**config.mk**
```make
export PLATFORM = sky130hd
export DESIGN_NAME = button_press_duration_classifier_core
export DESIGN_NICKNAME = d
export VERILOG_FILES = /design/src/rtl/core/bpd_pkg.sv /design/src/rtl/core/button_press_duration_classifier_core.sv
export SDC_FILE = /design/constraint.sdc
export NUM_CORES = 1
export LEC_CHECK = 0
export ABC_AREA = 0
export BUFFER_PORTS_ARGS = -buffer_cell sky130_fd_sc_hd__buf_2
export CAP_MARGIN = 40
export CORE_MARGIN = 1
export CORE_UTILIZATION = 53
export CTS_BUF_LIST = sky130_fd_sc_hd__clkbuf_8 sky130_fd_sc_hd__clkbuf_16
export DETAILED_ROUTE_END_ITERATION = 7
export PLACE_DENSITY = 0.79
export SYNTH_ARGS = -nofsm -noshare
export SYNTH_HDL_FRONTEND = slang
export SYNTH_SLANG_ARGS = --single-unit
export TNS_END_PERCENT = 1
```
**constraint.sdc**
```tcl
create_clock -name clk -period 12.75 [get_ports clk]
set_clock_uncertainty 0.15 [all_clocks]
set_input_delay 0.6375 -clock clk [delete_from_list [all_inputs] [get_ports clk]]
set_output_delay 0.6375 -clock clk [all_outputs]
set_load 0.01 [all_outputs]
```
**src/rtl/core/bpd_pkg.sv**
```systemverilog
// ----------------------------------------------------------------------------
// bpd_pkg
// Shared types and constants for the button press duration classifier.
// ----------------------------------------------------------------------------
package bpd_pkg;

    // width of the elapsed tick counter (legal range 8 to 32)
    localparam int COUNT_WIDTH = 16;
    localparam int CFG_WIDTH   = 16;
    localparam int CFG_IDX_W   = 4;
    localparam int CMP_WIDTH   = (COUNT_WIDTH > CFG_WIDTH) ? COUNT_WIDTH : CFG_WIDTH;

    typedef logic [COUNT_WIDTH-1:0] count_t;
    typedef logic [CFG_WIDTH-1:0]   cfg_word_t;
    typedef logic [CFG_IDX_W-1:0]   cfg_idx_t;
    typedef logic [CMP_WIDTH-1:0]   cmp_t;
    typedef logic [2:0]             click_class_t;

    // result classes
    localparam click_class_t CLASS_NONE  = 3'd0;
    localparam click_class_t CLASS_SHORT = 3'd1;
    localparam click_class_t CLASS_TWO   = 3'd2;
    localparam click_class_t CLASS_FOUR  = 3'd3;
    localparam click_class_t CLASS_EIGHT = 3'd4;

    // register indexes
    localparam cfg_idx_t REG_DEBOUNCE   = 4'd0;
    localparam cfg_idx_t REG_SHORT_MAX  = 4'd1;
    localparam cfg_idx_t REG_TWO_LOW    = 4'd2;
    localparam cfg_idx_t REG_TWO_HIGH   = 4'd3;
    localparam cfg_idx_t REG_FOUR_LOW   = 4'd4;
    localparam cfg_idx_t REG_FOUR_HIGH  = 4'd5;
    localparam cfg_idx_t REG_EIGHT_LOW  = 4'd6;
    localparam cfg_idx_t REG_EIGHT_HIGH = 4'd7;

    // register reset values
    localparam cfg_word_t RST_DEBOUNCE   = 16'd100;
    localparam cfg_word_t RST_SHORT_MAX  = 16'd500;
    localparam cfg_word_t RST_TWO_LOW    = 16'd2000;
    localparam cfg_word_t RST_TWO_HIGH   = 16'd3000;
    localparam cfg_word_t RST_FOUR_LOW   = 16'd4000;
    localparam cfg_word_t RST_FOUR_HIGH  = 16'd6000;
    localparam cfg_word_t RST_EIGHT_LOW  = 16'd8000;
    localparam cfg_word_t RST_EIGHT_HIGH = 16'd12000;

    typedef struct packed {
        logic edge_seen;
        logic pin_state;
    } bpd_in_t;

    typedef struct packed {
        click_class_t click_class;
        logic         held;
        logic         debouncing;
    } bpd_out_t;

endpackage

```
**src/rtl/core/button_press_duration_classifier_core.sv**
```systemverilog
// ----------------------------------------------------------------------------
// button_press_duration_classifier_core
// Debounce and long press classifier for one button, one tick per beat.
// ----------------------------------------------------------------------------
// usage:
//   in channel   : one beat per time tick, carrying edge_seen and pin_state
//   out channel  : exactly one beat per tick: click_class (nonzero only on a
//                  release), plus the held and debouncing flags after the tick
//   cfg channel  : register index and 16-bit data, always ready; write only
//                  while no tick is in flight; indexes above seven are dropped
// each result beat is registered and appears in the cycle after its input beat.
// throughput is one tick per cycle unless the output stalls: the state update
// is a saturating counter and a handful of threshold compares between the
// state registers and the result register. the result register doubles as the
// output buffer, so a new tick is taken whenever the buffer is empty or is
// being drained in the same cycle. while the receiver stalls with a result
// waiting, the input is held off and the buffered result stays put.
// reset clears the state flags, the counter and the output valid, and loads
// the default thresholds into the configuration registers.
// ----------------------------------------------------------------------------
module button_press_duration_classifier_core (
    input  logic                clk,
    input  logic                rst_n,
    input  logic                in_valid,
    output logic                in_ready,
    input  bpd_pkg::bpd_in_t    in_data,
    output logic                out_valid,
    input  logic                out_ready,
    output bpd_pkg::bpd_out_t   out_data,
    input  logic                cfg_valid,
    output logic                cfg_ready,
    input  bpd_pkg::cfg_idx_t   cfg_index,
    input  bpd_pkg::cfg_word_t  cfg_data
);

    bpd_pkg::cfg_word_t debounce_reg;
    bpd_pkg::cfg_word_t short_max_reg;
    bpd_pkg::cfg_word_t two_low_reg;
    bpd_pkg::cfg_word_t two_high_reg;
    bpd_pkg::cfg_word_t four_low_reg;
    bpd_pkg::cfg_word_t four_high_reg;
    bpd_pkg::cfg_word_t eight_low_reg;
    bpd_pkg::cfg_word_t eight_high_reg;

    logic               pending_reg, pending_next;
    logic               held_reg, held_next;
    bpd_pkg::count_t    elapsed_reg, elapsed_next;
    logic               out_valid_reg;
    bpd_pkg::bpd_out_t  out_data_reg, out_data_next;

    logic               accept;
    logic               start, fire, release_hit;
    logic               pend_a, held_a;
    bpd_pkg::count_t    cnt_inc, cnt_a, cnt_b;
    bpd_pkg::cmp_t      dur;
    bpd_pkg::click_class_t cls;

    assign cfg_ready = 1'b1;
    assign in_ready  = !out_valid_reg || out_ready;
    assign accept    = in_valid && in_ready;
    assign out_valid = out_valid_reg;
    assign out_data  = out_data_reg;

    always_ff @(posedge clk or negedge rst_n)
    begin
        if (!rst_n)
        begin
            debounce_reg   <= bpd_pkg::RST_DEBOUNCE;
            short_max_reg  <= bpd_pkg::RST_SHORT_MAX;
            two_low_reg    <= bpd_pkg::RST_TWO_LOW;
            two_high_reg   <= bpd_pkg::RST_TWO_HIGH;
            four_low_reg   <= bpd_pkg::RST_FOUR_LOW;
            four_high_reg  <= bpd_pkg::RST_FOUR_HIGH;
            eight_low_reg  <= bpd_pkg::RST_EIGHT_LOW;
            eight_high_reg <= bpd_pkg::RST_EIGHT_HIGH;
        end
        else if (cfg_valid)
        begin
            unique case (cfg_index)
                bpd_pkg::REG_DEBOUNCE:   debounce_reg   <= cfg_data;
                bpd_pkg::REG_SHORT_MAX:  short_max_reg  <= cfg_data;
                bpd_pkg::REG_TWO_LOW:    two_low_reg    <= cfg_data;
                bpd_pkg::REG_TWO_HIGH:   two_high_reg   <= cfg_data;
                bpd_pkg::REG_FOUR_LOW:   four_low_reg   <= cfg_data;
                bpd_pkg::REG_FOUR_HIGH:  four_high_reg  <= cfg_data;
                bpd_pkg::REG_EIGHT_LOW:  eight_low_reg  <= cfg_data;
                bpd_pkg::REG_EIGHT_HIGH: eight_high_reg <= cfg_data;
                default: ;
            endcase
        end
    end

    always_comb
    begin
        // saturating tick count
        cnt_inc = (elapsed_reg != '1) ? elapsed_reg + 1'b1 : elapsed_reg;

        // edge starts a debounce unless one is already running
        start  = in_data.edge_seen && !pending_reg;
        cnt_a  = start ? '0 : cnt_inc;
        pend_a = pending_reg || start;

        fire = pend_a &&
               (bpd_pkg::cmp_t'(cnt_a) > bpd_pkg::cmp_t'(debounce_reg));
        cnt_b        = (fire && in_data.pin_state) ? '0 : cnt_a;
        held_a       = held_reg || (fire && in_data.pin_state);
        pending_next = pend_a && !fire;

        release_hit = held_a && !in_data.pin_state;
        dur = bpd_pkg::cmp_t'(cnt_b);

        priority if (dur <= bpd_pkg::cmp_t'(short_max_reg))
            cls = bpd_pkg::CLASS_SHORT;
        else if (dur > bpd_pkg::cmp_t'(two_low_reg) &&
                 dur <= bpd_pkg::cmp_t'(two_high_reg))
            cls = bpd_pkg::CLASS_TWO;
        else if (dur > bpd_pkg::cmp_t'(four_low_reg) &&
                 dur <= bpd_pkg::cmp_t'(four_high_reg))
            cls = bpd_pkg::CLASS_FOUR;
        else if (dur > bpd_pkg::cmp_t'(eight_low_reg) &&
                 dur <= bpd_pkg::cmp_t'(eight_high_reg))
            cls = bpd_pkg::CLASS_EIGHT;
        else
            cls = bpd_pkg::CLASS_NONE;

        held_next    = held_a && !release_hit;
        elapsed_next = release_hit ? '0 : cnt_b;

        out_data_next.click_class = release_hit ? cls : bpd_pkg::CLASS_NONE;
        out_data_next.held        = held_next;
        out_data_next.debouncing  = pending_next;
    end

    always_ff @(posedge clk or negedge rst_n)
    begin
        if (!rst_n)
        begin
            pending_reg   <= 1'b0;
            held_reg      <= 1'b0;
            elapsed_reg   <= '0;
            out_valid_reg <= 1'b0;
        end
        else
        begin
            if (accept)
            begin
                pending_reg <= pending_next;
                held_reg    <= held_next;
                elapsed_reg <= elapsed_next;
            end
            if (accept)
                out_valid_reg <= 1'b1;
            else if (out_ready)
                out_valid_reg <= 1'b0;
        end
    end

    always_ff @(posedge clk)
    begin
        if (accept)
            out_data_reg <= out_data_next;
    end

endmodule

```
==> metrics.md, run 1 <==
| Metric | Value |
|---|---|
| Finished Cell Area | approximately 0.010 mm^2 |
| Ys flop type | dfrtp_1 |
| First-pass GRT wire length | 36100 um |
| Slowest stage cell, crit path | nor3_1 |
| Worst Tran Pin Value | 0.900 ns |
| Die Width | between 100 and 150 um |
| Setup violators final | 0 |
| PortBufs | 33 |
| Placed cells | 1191 |
| Average wire per standard cell | 18.0 um |
| Cell area after synthesis | roughly 0.0094 mm^2 |
| #FFs+latches synth | 152 |
| Syn Nets | 1097 |
| Setup WS post-layout | 6.68 ns |
| Slew Limit Headroom | between 30% and 40% |
| Worst setup startpoint | elapsed_reg[0]$_DFFE_PN0P_ |
| Number of hold violations in the final report | 0 |
| Critical path cell sequence | ha_1 -> nand4_1 -> or2_1 -> nand3_1 -> xor2_1 -> nor2_1 -> ha_1 -> a21o_1 -> a21o_1 -> a21oi_1 -> o22ai_1 -> a2111oi_2 -> nor3_1 -> buf_4 -> nor3_1 -> ha_1 -> nand4_1 -> or2_0 -> o311a_1 -> or3_1 -> a2111oi_2 |
| Cell Count, Final, Fillers Out | 1223 |
| Post-cts resize count | 0 |
| Nets | approximately 1.1k |
| Synth area leader | dfrtp_1 |
| Outcome | complete, no violations |
| Worst path max stage delay | 0.67 ns |
| Clock slew at reported path FFs | 0.07 ns |
| DIE HEIGHT | 135 um |
| Post-CTS setup buffers | 0 |
| DRT antenna net count | 0 |
| Share of layout cells above drive strength 1 | 21.3% |
| Critical Path End Type | flip-flop |
| Period utilization | between 40% and 50% |
| Diodes inserted | 0 |
| Setup crit start kind | flip-flop |
| CTS tree | built |
| Area delta synth->final | 12.1% |
| Clock Latency Late Sink | 0.44 ns |
| First DRT Iteration DRCs | 467 |
| Number of synthesized flops with an enable pin | 5 |
| Die ar. | 0.0182 mm^2 |
| RSZ-0062 raised after global routing | no |
| Clock Tree Root | clkbuf_16 |
| Vias/cell | 5.75 |
| Post-Syn Instances | 941 |
| Placed inst area | 0.00992 mm^2 |
| Max Cap Viol | 0 |
| Avg Synthesized Cell Area | 9.95 um^2 |
| Register area share after synthesis | 41.5% |
| WL final | 22000 um |
| Distinct cells, synth | between 50 and 60 |
| Yosys warns | 0 |
| Detailed Routing Iterations Pass 1 | 5 |
| DRC | 0 |
| Post-CTS Hold Buffers | 0 |
| FP Rows | 48 |
| Core area | 0.0173 mm^2 |
| Number of fillers in the final layout | 1407 |
| Cell Pwr Density | 154 mW/mm^2 |
| Metal2 WL | 10700 um |
| Crit path DAT | 6.18 ns |
| Crit Path Max Fanout | 13 |
| Setup slack, reg-to-reg | 6.68 ns |
| Top sig layer | met4 |
| Dpl hpwl | roughly 16000 um |
| Synth async-reset ratio | just under 100% |
| Clk sinks | 152 |
| I/O pins | 35 |
| H-tree depth | 4 |
| Crit-path most repeated cell | ha_1 |
| Post-route minimum period | 6.07 ns |
| Largest net degree at the start of global routing | 74 |
| Placement Setup Slack | 6.71 ns |
| Initial antenna violation count | 0 |
| Num CTS Buffers | 17 |
| Hold/Removal Path Class | input pin to async pin |
| Final hold slack | approximately 0.070 ns |
| Vias in the first global route | between 7k and 8k |
| Gpl congestion | 0.889 |
| Total gr overflow | 0 |
| Vias | 7027 |
| Setup Total Neg Slack | 0 ns |
| DRT met1 WL | 9660 um |
| Critical path class | flip-flop to flip-flop |
| Leakage | 0.00523 uW |
| Clk buf depth | 2 |
| Crit Reg-Reg Startpoint | elapsed_reg[0]$_DFFE_PN0P_ |
| Max-slew violations | 0 |
| Tot GR Track Use | 26.3% |
| Met3 Wirelength | 965 um |
| Initial Utilization | 54.1% |
| Top-area cell type share of the netlist area | 26.5% |
| Dominant cells by area after synthesis | dfrtp_1 26%, ha_1 17%, dfstp_2 13% |
| Max Fclk | 165 MHz |
| Max VDD drop | around 0.11 mV |
| Data required, critical path | 12.85 ns |
==> power breakdown <==
| part | switching, uW | total (uW) | internal, uW | leakage, uW |
|---|---|---|---|---|
| combinational | 265 | 461 | 196 | 0.00316 |
| clock | 206 | 497 | 291 | 0.000290 |
| sequential | 48.0 | 661 | 613 | 0.00178 |
| total | 519 | 1620 | 1100 | 0.00523 |
==> path summary, 6_finish.rpt <==
| check | endpoint | cells past startpoint |
|---|---|---|
| worst max register to register | out_data[4]$_SDFFCE_PP0P_ | 21 |
| min in group clk | out_valid$_DFFE_PN0P_ | 2 |
| worst min register to register | short_max_reg[3]$_DFFE_PN0P_ | 1 |
| max in group asynchronous | short_max_reg[7]$_DFFE_PN1P_ | 3 |
| worst min-delay path | elapsed_reg[11]$_DFFE_PN0P_ | 1 |
| worst max-delay path | out_data[4]$_SDFFCE_PP0P_ | 21 |
==> kinds of logic (layout without fill, tap and decap cells) <==
family / after synthesis / in the layout / share of synthesized area [%]
AND/OR/NAND/NOR: 234 / 234 / 12.5
other: 1 / 1 / 0.0401
XOR/XNOR: 11 / 11 / 1.03
flip-flops: 152 / 152 / 41.5
AO/OA/AOI/OAI: 186 / 186 / 12.5
adder cells (fa/ha/maj): 129 / 129 / 17.2
buffers and inverters: 157 / 214 / 6.63
multiplexers: 71 / 71 / 8.50
==> cell usage in the layout (no fill, tap or decap), types with 6 or more instances in the layout <==
cell and n:
dfrtp_1 99, buf_4 14, ha_1 129, inv_1 131, clkbuf_16 17, o21ai_0 74
nand4_1 36, nand3_1 11, nand2b_1 8, a32o_1 15, xor2_1 6, buf_2 33
mux2_2 68, a21o_1 26, nor3_1 18, nor2b_1 10, and3_1 6, nor2_1 27
a21oi_1 39, nand2_1 87, dfstp_2 48
==> worst max-delay path, delay by kind of cell (launching register included) <==
family                     cells  cell delay (ns)
DFF                            1             0.44
AOI/OAI and AO/OA              7             1.71
xor gates and xnor gates       1             0.22
adders and majority gates      3             0.85
buffers and inverters          1             0.19
and+or+nand+nor                9             2.31
==> cell usage after synthesis (4+ instances only) <==
cell type,number
o211ai_1,5
o21ai_0,74
nor4_1,5
and3_1,6
ha_1,129
xnor2_1,5
xor2_1,6
nand3_1,11
clkbuf_1,21
nor3b_1,5
nand2_1,87
a21oi_1,39
a32o_1,15
a21o_1,26
inv_1,128
nor3_1,18
nand2b_1,8
dfrtp_1,99
nor2_1,28
mux2_2,68
nand4_1,36
dfstp_2,48
edfxtp_1,5
a221oi_1,4
nor2b_1,12
==> cell type report <==
cell class | instances | area, um^2 | share of cell area, %
multi-input cells | 632 | 4870 | 46.4
repair buffers | 54 | 397 | 3.78
well taps | 225 | 282 | 2.68
clock inverters | 14 | 136 | 1.30
flip-flops and latches | 152 | 3890 | 37.1
inverters | 128 | 480 | 4.58
clock buffers | 18 | 439 | 4.19
==> stage by stage <==
step                      util, %  power (uW)
after floorplan                 -         972
after global placement       56.6        1090
after detailed placement     57.3        1110
after CTS                    60.7        1620
after global routing         60.7        1710
final                        60.7        1620
==> per-layer routing <==
metal	vias up	track usage, %
met5	-	0
met4	0	12.6
met3	55	5.37
met2	183	43.3
met1	3394	33.0
li1	3395	-
Note: power is estimated with default switching activity, not from simulation.
==> run 2: changes to the inputs <==
- PLACE_DENSITY: 0.79 -> 0.82
- clock period: 12.75 -> 5.55 ns (I/O delays scaled with it)
==> run 2 against run 1 <==
Maximum frequency grew 11%. Core utilization grew 4.4 points. Clock power grew 150%. Sequential share of layout area shrank 2.5 points. First-iteration DRC count grew 39%. Critical path type unchanged. Highest routed layer unchanged.
==> metrics.md, run 2 (synthesis results as in run 1) <==
| Metric | Value |
|---|---|
| Outcome | complete, no violations (unchanged) |
| Core area | 0.0173 mm^2 (unchanged) |
| Initial antenna violation count | 0 (unchanged) |
| Number of hold violations in the final report | 0 (unchanged) |
| Gpl congestion | 0.936 (was 0.889) |
| Clock Tree Root | clkbuf_16 (unchanged) |
| Most common cell after layout, fill and taps aside | inv_1 (unchanged) |
| RSZ-0062 raised after global routing | yes (was no) |
| Period utilization | 98.7% (was 47.6%) |
| Worst Tran Pin Value | 0.921 ns (was 0.900 ns) |
| Cell Pwr Density | 354 mW/mm^2 (was 154 mW/mm^2) |
| Vias in the first global route | 7482 (was 7022) |
| Nets | 1198 (was 1141) |
| Number of fillers in the final layout | 1250 (was 1407) |
| DIE HEIGHT | 135 um (unchanged) |
| Dpl hpwl | 16300 um (was 15800 um) |
| H-tree depth | 4 (unchanged) |
| Crit Path Max Fanout | 7 (was 13) |
| Worst reg2reg path endpoint | out_data[4]$_SDFFCE_PP0P_ (unchanged) |
| Max-slew violations | 0 (unchanged) |
| PortBufs | 33 (unchanged) |
| Largest net degree at the start of global routing | 59 (was 74) |
| I/O pins | 35 (unchanged) |
| CTS tree | built (unchanged) |
| Num CTS Buffers | 17 (unchanged) |
| Final hold slack | 0.00195 ns (was 0.0698 ns) |
| Reg2reg path depth | 22 (was 21) |
| Max Cap Viol | 0 (unchanged) |
| Clk sinks | 152 (unchanged) |
| Most frequent cells in the layout | 129 x inv_1, 125 x ha_1, 99 x dfrtp_1 (was 131 x inv_1, 129 x ha_1, 99 x dfrtp_1) |
| Setup slack, reg-to-reg | 0.07 ns (was 6.68 ns) |
| First-pass GRT wire length | 37900 um (was 36100 um) |
| FP Rows | 48 (unchanged) |
| Tot GR Track Use | 27.1% (was 26.3%) |
| Vias | 7504 (was 7027) |
| Crit Reg-Reg Startpoint | elapsed_reg[5]$_DFFE_PN0P_ (was elapsed_reg[0]$_DFFE_PN0P_) |
| Final core occ | 65.1% (was 60.7%) |
| Hold/Removal Path Class | input pin to flip-flop (was input pin to async pin) |
| Clk buf depth | 2 (unchanged) |
| WL final | 24200 um (was 22000 um) |
| Setup violators final | 0 (unchanged) |
| Hold Path Origin | cfg_data[3] |
| Critical path class | flip-flop to flip-flop (unchanged) |
| Placement Setup Slack | -0.0999 ns (was 6.71 ns) |
| Max VDD drop | 0.259 mV (was 0.107 mV) |
| Total gr overflow | 0 (unchanged) |
| Initial Utilization | 54.1% (unchanged) |
| Diodes inserted | 0 (unchanged) |
| Max Fclk | 183 MHz (was 165 MHz) |
| Leakage | 0.00556 uW (was 0.00523 uW) |
| Slew Limit Headroom | 38.4% (was 40.0%) |
| Clock slew at reported path FFs | 0.06 ns (was 0.07 ns) |
| Crit path DAT | 5.58 ns (was 6.18 ns) |
| Clock Latency Late Sink | 0.44 ns (about the same) |
| First DRT Iteration DRCs | 650 (was 467) |
| Hold EP | two_high_reg[3]$_DFFE_PN1P_ |
| Data required, critical path | 5.65 ns (was 12.85 ns) |
| Detailed Routing Iterations Pass 1 | 5 (unchanged) |
| Hold path depth | 3 |
| Die Width | 135 um (unchanged) |
| Setup crit start kind | flip-flop (unchanged) |
| Post-route minimum period | 5.48 ns (was 6.07 ns) |
| Critical Path End Type | flip-flop (unchanged) |
| Average wire per standard cell | 18.9 um (was 18.0 um) |
| Area delta synth->final | 20.3% (was 12.1%) |
| DRC | 0 (unchanged) |
| Setup WS post-layout | 0.0723 ns (was 6.68 ns) |
| DRT antenna net count | 0 (unchanged) |
| Die ar. | 0.0182 mm^2 (unchanged) |
| Share of layout cells above drive strength 1 | 29.0% (was 21.3%) |
| Vias/cell | 5.86 (was 5.75) |
[run 2: worst max path at each step]
stage	startpoint	cells past startpoint	to
2_1_floorplan	elapsed_reg[6]$_DFFE_PN0P_	22	out_data[4]$_SDFFCE_PP0P_
3_3_place_gp	elapsed_reg[4]$_DFFE_PN0P_	21	out_data[4]$_SDFFCE_PP0P_
3_5_place_dp	elapsed_reg[4]$_DFFE_PN0P_	21	out_data[4]$_SDFFCE_PP0P_
4_1_cts	elapsed_reg[4]$_DFFE_PN0P_	21	out_data[4]$_SDFFCE_PP0P_
6_report	elapsed_reg[5]$_DFFE_PN0P_	22	out_data[4]$_SDFFCE_PP0P_
5_1_grt	elapsed_reg[5]$_DFFE_PN0P_	22	out_data[2]$_SDFFCE_PN0P_
[run 2: worst max-delay path, stage by stage (launching register included)]
cell and delay (ns):
dfrtp_1 0.35, and4_4 0.25, nand4_1 0.12, or2_4 0.30
buf_6 0.15, nand2_1 0.15, xor2_2 0.23, nor2_1 0.11
ha_1 0.31, o21a_1 0.14, o21ai_1 0.11, a211oi_4 0.29
a2111oi_4 0.07, buf_4 0.15, or3_4 0.39, and2_4 0.20
ha_1 0.30, nand4_1 0.19, or2_1 0.30, o22a_1 0.22
o311a_1 0.14, or3_4 0.40, a2111oi_4 0.27
[run 2: routing by layer]
| metal | global-route usage (%) | share of wire [%] | vias to the layer above |
|---|---|---|---|
| li1 | - | - | 3507 |
| met1 | 34.4 | 42 | 3688 |
| met2 | 45.8 | 50 | 253 |
| met3 | 4.20 | 4.4 | 56 |
| met4 | 12.1 | 3.3 | 0 |
| met5 | 0 | 0 | - |
[run 2: repair_timing]
| action | 4_1_cts | 5_1_grt |
|---|---|---|
| cloned | 0 | 0 |
| pin swaps | 3 | 32 |
| setup buffers | 1 | 20 |
| endpoints found under the setup margin | 3 | 3 |
| hold endpoints to repair | 71 | 0 |
| gates resized for setup | 7 | 51 |
| hold buffers | 5 | 0 |
[run 2: area by class of cell]
cell class                 count  area, um^2  share of cell area (%)
timing repair buffer         111         823                    7.31
inverter                     128         480                    4.27
clock inverter                12         138                    1.22
sequential                   152        3890                    34.5
clock buffer                  20         478                    4.24
multi-input combinational    632        5170                    45.9
tap                          225         282                    2.50
[run 2: power breakdown]
group          switching, uW  internal (uW)  leakage [uW]  total (uW)
Clock                    496            719      0.000306        1220
Sequential               104           1410       0.00178        1510
Combinational            707            555       0.00347        1260
Total                   1310           2680       0.00556        3990
[run 2: per-stage QoR]
stage	TNS, ns	total power, uW	instance area (um^2)	cells
2_1_floorplan	0	2230	9360	941
3_3_place_gp	0	2510	10100	1218
3_5_place_dp	-0.130	2590	10100	1222
4_1_cts	0	3830	10800	1260
5_1_grt	-0.291	4210	11300	1280
6_report	0	3990	11300	1280
